`src/sv/quaternion_to_axis_angle_defines.svh`:
```
// Assertion macros for the quaternion to axis-angle block.
// Included by files that carry concurrent checks; expects clk and arst_n in scope.
`ifndef QUATERNION_TO_AXIS_ANGLE_DEFINES_SVH
`define QUATERNION_TO_AXIS_ANGLE_DEFINES_SVH

// Check a condition at every clock edge outside reset.
`define QTA_ASSERT_NOW(label, cond, msg) \
	label: assert property (@(posedge clk) disable iff (!arst_n) (cond)) else $error(msg);

// Check that a consequence holds in the cycle after an antecedent.
`define QTA_ASSERT_NEXT(label, ante, cons, msg) \
	label: assert property (@(posedge clk) disable iff (!arst_n) (ante) |=> (cons)) \
		else $error(msg);

`endif

```
`src/sv/qta_pkg.sv`:
```
// Shared constants, widths and the arctangent table of the axis-angle pipeline.
// No dependencies; imported by the interfaces, the top level, qta_cordic, qta_div and the testbench.
`default_nettype none
package qta_pkg;
	localparam int DATA_WIDTH = 16;
	localparam int AW_W       = DATA_WIDTH + 1;
	localparam int SQ_W       = 2 * DATA_WIDTH - 1;
	localparam int N2_W       = 2 * DATA_WIDTH;
	localparam int ANGLE_W    = 16;
	localparam int ANGLE_MAX  = 51472;

	// square roots: radicand widths (even), root is half of it
	localparam int ANG_RAD_W   = 60;
	localparam int ANG_SHIFT   = 28;
	localparam int NRM_RAD_W   = 62;
	localparam int NRM_SHIFT   = 30;
	localparam int ANG_ROOT_W  = ANG_RAD_W / 2;
	localparam int NRM_ROOT_W  = NRM_RAD_W / 2;

	// CORDIC
	localparam int CORDIC_STEPS = 20;
	localparam int CORDIC_W     = 33;
	localparam int X0_SHIFT     = 14;
	localparam int ZW           = 24;
	localparam int ACOS_W       = 23;
	localparam int PI_Q20       = 3294199;
	localparam int HALF_PI_Q20  = 1647099;
	localparam int ROUND_SHIFT  = 6;

	// axis division
	localparam int DIV_QW    = 17;
	localparam int DIV_NW    = 48;
	localparam int DIV_DW    = 32;
	localparam int NUM_SHIFT = 31;
	localparam int AXIS_POS_MAX = 32767;
	localparam int AXIS_NEG_MAX = 32768;

	// stage plan
	localparam int LAST_STAGE = 52;

	// atan(2^-i) in Q.20 radians
	function automatic logic [ZW-1:0] atan_q20(input int i);
		logic [ZW-1:0] v;
		case (i)
			0:       v = ZW'(823550);
			1:       v = ZW'(486170);
			2:       v = ZW'(256879);
			3:       v = ZW'(130396);
			4:       v = ZW'(65451);
			5:       v = ZW'(32757);
			6:       v = ZW'(16383);
			default: v = ZW'(32'd1 << (20 - i));
		endcase
		return v;
	endfunction
endpackage
`default_nettype wire

```
`src/sv/qta_div.sv`:
```
// Pipelined restoring divider, one quotient bit per stage.
// Depends on qta_pkg; stages advance only while en is high.
`default_nettype none
module qta_div (
	input  logic                          clk,
	input  logic                          en,
	input  logic [qta_pkg::DIV_NW-1:0]    num,
	input  logic [qta_pkg::DIV_DW-1:0]    den,
	output logic [qta_pkg::DIV_QW-1:0]    quo
);
	import qta_pkg::*;

	logic [DIV_NW-1:0] rem_s [1:DIV_QW];
	logic [DIV_DW-1:0] den_s [1:DIV_QW];
	logic [DIV_QW-1:0] quo_s [1:DIV_QW];

	for (genvar g = 0; g < DIV_QW; g++) begin : g_bit
		localparam int K = DIV_QW - 1 - g;
		logic [DIV_NW-1:0] rem_in;
		logic [DIV_DW-1:0] den_in;
		logic [DIV_QW-1:0] quo_in;
		logic [DIV_NW-1:0] sub;
		logic              take;

		if (g == 0) begin : g_first
			assign rem_in = num;
			assign den_in = den;
			assign quo_in = '0;
		end else begin : g_next
			assign rem_in = rem_s[g];
			assign den_in = den_s[g];
			assign quo_in = quo_s[g];
		end

		assign sub  = DIV_NW'(den_in) << K;
		assign take = rem_in >= sub;

		// subtract the shifted divisor when it fits
		always_ff @(posedge clk) begin
			if (en) begin
				rem_s[g+1] <= take ? rem_in - sub : rem_in;
				den_s[g+1] <= den_in;
				quo_s[g+1] <= {quo_in[DIV_QW-2:0], take};
			end
		end
	end

	assign quo = quo_s[DIV_QW];
endmodule
`default_nettype wire

```
`config.mk`:
```
export PLATFORM = sky130hd
export DESIGN_NAME = qta_div
export DESIGN_NICKNAME = d
export VERILOG_FILES = /design/src/sv/quaternion_to_axis_angle_defines.svh /design/src/sv/qta_pkg.sv /design/src/sv/qta_div.sv
export SDC_FILE = /design/constraint.sdc
export NUM_CORES = 2
export LEC_CHECK = 0
export BUFFER_PORTS_ARGS = -buffer_cell sky130_fd_sc_hd__buf_2
export CAP_MARGIN = 20
export CORE_MARGIN = 1
export CORE_UTILIZATION = 66
export CTS_BUF_LIST = sky130_fd_sc_hd__clkbuf_8
export DETAILED_ROUTE_END_ITERATION = 10
export PLACE_DENSITY = 0.81
export SETUP_SLACK_MARGIN = 0.2
export SYNTH_ARGS = -nofsm -noshare
export SYNTH_HDL_FRONTEND = slang
export SYNTH_SLANG_ARGS = --single-unit
```
`constraint.sdc`:
```
create_clock -name clk -period 5.06 [get_ports clk]
set_input_delay 1.012 -clock clk [delete_from_list [all_inputs] [get_ports clk]]
set_output_delay 1.012 -clock clk [all_outputs]
set_load 0.1 [all_outputs]
```
==> metrics.md <==
| Metric | Value |
|---|---|
| Status | `complete, no violations` |
| Initial DRT Pass Iterations | `8` |
| DRT iter0 DRCs | `3,522` |
| Seq cells post-synth | `1,433` |
| Clock latency on the worst-skew pair | `0.97 ns` |
| CP startpoint kind | `flop` |
| Post-CTS Resized | `0` |
| Area of the core | `120,400 um2` |
| Hpwl dp | `127,000 um` |
| I/O pin cnt | `99` |
| Port Buffers | `98` |
| Post-synthesis sequential area ratio | `0.5339` |
| Fmax | `220.7 MHz` |
| Main flop type after synthesis | `edfxtp_1` |
| Placed cell area | `83,190 um2` |
| Total number of vias | `~55,000` |
| Total CTS buffers | `225` |
| Clk slew on worst S/H paths | `~0.060 ns` |
| Post-route cell area | `87,380 um2` |
| Leakage | `35.64 nW` |
| # rows | `127` |
| Hold Buf Count CTS | `0` |
| Max Cap Viol | `0` |
| Routability cong. | `1.018` |
| Crit path max fanout | `3` |
| RSZ-0062 raised after global routing | `false` |
| Layout Utilization | `0.7254` |
| Max_slew headroom | `0.2617` |
| Syn avg cell area | `11.02 um2` |
| Area Overhead vs Synth | `8.401%` |
| Cell area after synthesis | `80,600 um2` |
| Arr. time, crit path | `5.24 ns` |
| Fraction of layout cells with a size suffix above 1 | `0.07997` |
| Layout Skew | `around 0.036 ns` |
| Clock H-tree levels | `4` |
| Setup TNS | `0 ns` |
| Final Max Tran Viols | `0` |
| WP data required | `about 5.8 ns` |
| Die X | `351.5 um` |
| CTS tree | `done` |
| Hold crit path type | `in2reg` |
| Tmin final | `4.532 ns` |
| First-pass GRT wire length | `about 270,000 um` |
| Post-synth EDFFs | `1,433` |
| Drt wl/cell | `18.06 um` |
| Postcts setup bufs | `0` |
| Synth unique cells | `94` |
| Worst Setup End Kind | `flop` |
| Initial antenna violation count | `1` |
| Worst Max-Slew Pin Slew | `1.099 ns` |
| Hold Crit Depth | `1` |
| Final Cycle Share | `0.8956` |
| # DRC | `0` |
| R2R cell count | `13` |
| Die ar. | `approximately 120,000 um2` |
| Routed vias/inst | `5.957` |
| CTS sink cnt | `1,433` |
| Final net count | `8,158` |
| Crit path kind | `reg2reg` |
| Vias in the first global route | `56,620` |
| Hold Vio Cnt, Final | `0` |
| Total GRT Usage | `0.2735` |
| Largest net degree at the start of global routing | `roughly 130` |
| Clock Path Buffers | `3` |
| Maximum vdd drop | `0.3367 mV` |
| Setup Viol. Count Final | `0` |
| Synthesized Nets | `7,954` |
| YS warnings | `0` |
| Die H | `351.5 um` |
| Global route total overflow | `0` |
| Async set-or-reset flop fraction in the synthesized netlist | `0` |
| Antenna violation net count after detailed routing | `0` |
| CTS root buf | `clkbuf_8` |
| Power Dens Cells | `560.6 nW/um2` |
| WL final | `168,200 um` |
| Starting Density | `0.6692` |
| Post-Synthesis Cells | `7,312` |
## power breakdown
part	total [mW]	leakage [nW]	internal [mW]	switching, mW
sequential	18.8	13.9	17.1	1.61
combinational	21.1	19.3	9.06	12.1
clock	9.09	2.42	4.49	4.60
total	49.0	35.6	30.7	18.3
## sequential cells by signal (all words and copies together), names as in the netlist
signal / flops
rem_s: 768
den_s: 512
quo_s: 153
## cell type report
class	instances	area [um2]
inverter	693	2601
fill	8308	33070
tap	1612	2017
sequential	1433	43030
clock inverter	188	1072
antenna	1	2.502
timing repair buffer	172	1261
multi-input combinational	4991	34280
clock buffer	226	3110
## metrics by stage
stage	power [mW]	setup WS (ns)	hold WS, ns	instances
final	48.99	0.5283	0.2343	9316
after global routing	52.18	0.2605	0.1658	9316
after CTS	48.89	0.5653	0.1186	9315
after detailed placement	39.67	0.3699	0.4045	8901
after global placement	39.01	0.4204	0.4002	8901
after floorplan	34.47	1.066	0.4003	7312
## critical path, cell delays in order, from the launching register on
cell and delay (ns):
edfxtp_1 0.43, inv_1 0.06, ha_1 0.42, nor2b_1 0.17, o21ai_0 0.13, a21boi_0 0.27, o31ai_1 0.19, a211oi_1 0.69
a311o_1 0.39, a21oi_1 0.13, o21ai_0 0.72, a31oi_1 0.24, xnor2_1 0.17, mux2_2 0.27
## synth_stat cells, drive strengths merged, types with 16 or more instances
cell        n  area [um2]
a2111oi    19       191.4
a211o      18       157.7
a211oi     36       275.3
a21boi     23       172.7
a21o      321        2410
a21oi     632        3171
a31oi      54       337.8
and2       21       131.4
and3       54       337.8
and4       18       157.7
buf        42       225.2
clkbuf    153       574.3
edfxtp   1433       43030
fa         16       320.3
ha        544        6807
inv       693        2601
mux2      111        1257
nand2     544        2042
nand2b     92       575.6
nand3     116       580.6
nand4     100       625.6
nor2      463        1738
nor2b      83       519.3
nor3      105       525.5
nor4       72       471.7
nor4b      18       157.7
o211ai     20       150.1
o21a       63       473.0
o21ai     510        2556
o21bai     61       457.9
o31ai      37       277.8
or3        32       200.2
or4        23       172.7
xnor2     323        2829
xor2      235        2058
## cells by family (layout without fill, tap and decap cells)
| group | Yosys count | count (layout) | synth area share |
|---|---|---|---|
| simple gates | 1804 | 1804 | 0.1083 |
| buf+inv | 888 | 1279 | 0.04219 |
| compound gates | 1953 | 1953 | 0.1504 |
| other cells | 0 | 1 | 0 |
| xor+xnor | 558 | 558 | 0.06063 |
| fa+ha+maj | 560 | 560 | 0.08842 |
| flops | 1433 | 1433 | 0.5339 |
| mux | 116 | 116 | 0.01622 |
## metal layers
| layer | up-vias | track usage | wire length (um) |
|---|---|---|---|
| met2 | 1583 | 0.5404 | 92850 |
| met3 | 601 | 0.03729 | 5962 |
| met4 | 0 | 0.1846 | 10870 |
| li1 | 27270 | - | - |
| met1 | 26040 | 0.2567 | 58560 |
| met5 | - | 0 | 0 |
## cells in the final DEF (no fill, tap or decap), types with 16 or more instances in the layout
cell type / synthesis / layout
a2111oi_0: 17 / 16
a211o_1: 18 / 17
a211oi_1: 35 / 35
a21boi_0: 22 / 22
a21o_1: 321 / 321
a21oi_1: 630 / 628
a31oi_1: 54 / 54
and2_1: 21 / 21
and3_1: 54 / 54
and4_1: 18 / 18
buf_12: 0 / 17
buf_2: 18 / 97
buf_4: 2 / 58
clkbuf_8: 0 / 226
clkinv_1: 0 / 64
clkinv_2: 0 / 33
edfxtp_1: 1433 / 1433
fa_1: 16 / 16
ha_1: 544 / 544
inv_1: 692 / 763
mux2_2: 109 / 109
nand2_1: 544 / 544
nand2b_1: 92 / 92
nand3_1: 116 / 115
nand4_1: 100 / 100
nor2_1: 463 / 461
nor2b_1: 83 / 83
nor3_1: 105 / 105
nor4_1: 70 / 70
nor4b_1: 18 / 18
o211ai_1: 20 / 20
o21a_1: 63 / 63
o21ai_0: 499 / 498
o21bai_1: 61 / 61
o31ai_1: 37 / 36
or3_1: 32 / 31
or4_1: 23 / 23
xnor2_1: 323 / 323
xor2_1: 235 / 235
## worst paths after layout
kind | start | to | slack, ns
setup / recovery | den_s[13][1] | rem_s[14][34] | 0.53
hold / removal | num[4] | rem_s[1][4] | 0.23
setup reg to reg | den_s[13][1] | rem_s[14][34] | 0.53
hold reg to reg | quo_s[1][17] | quo_s[2][1] | 0.41
Power figures use the tool's default switching activity.
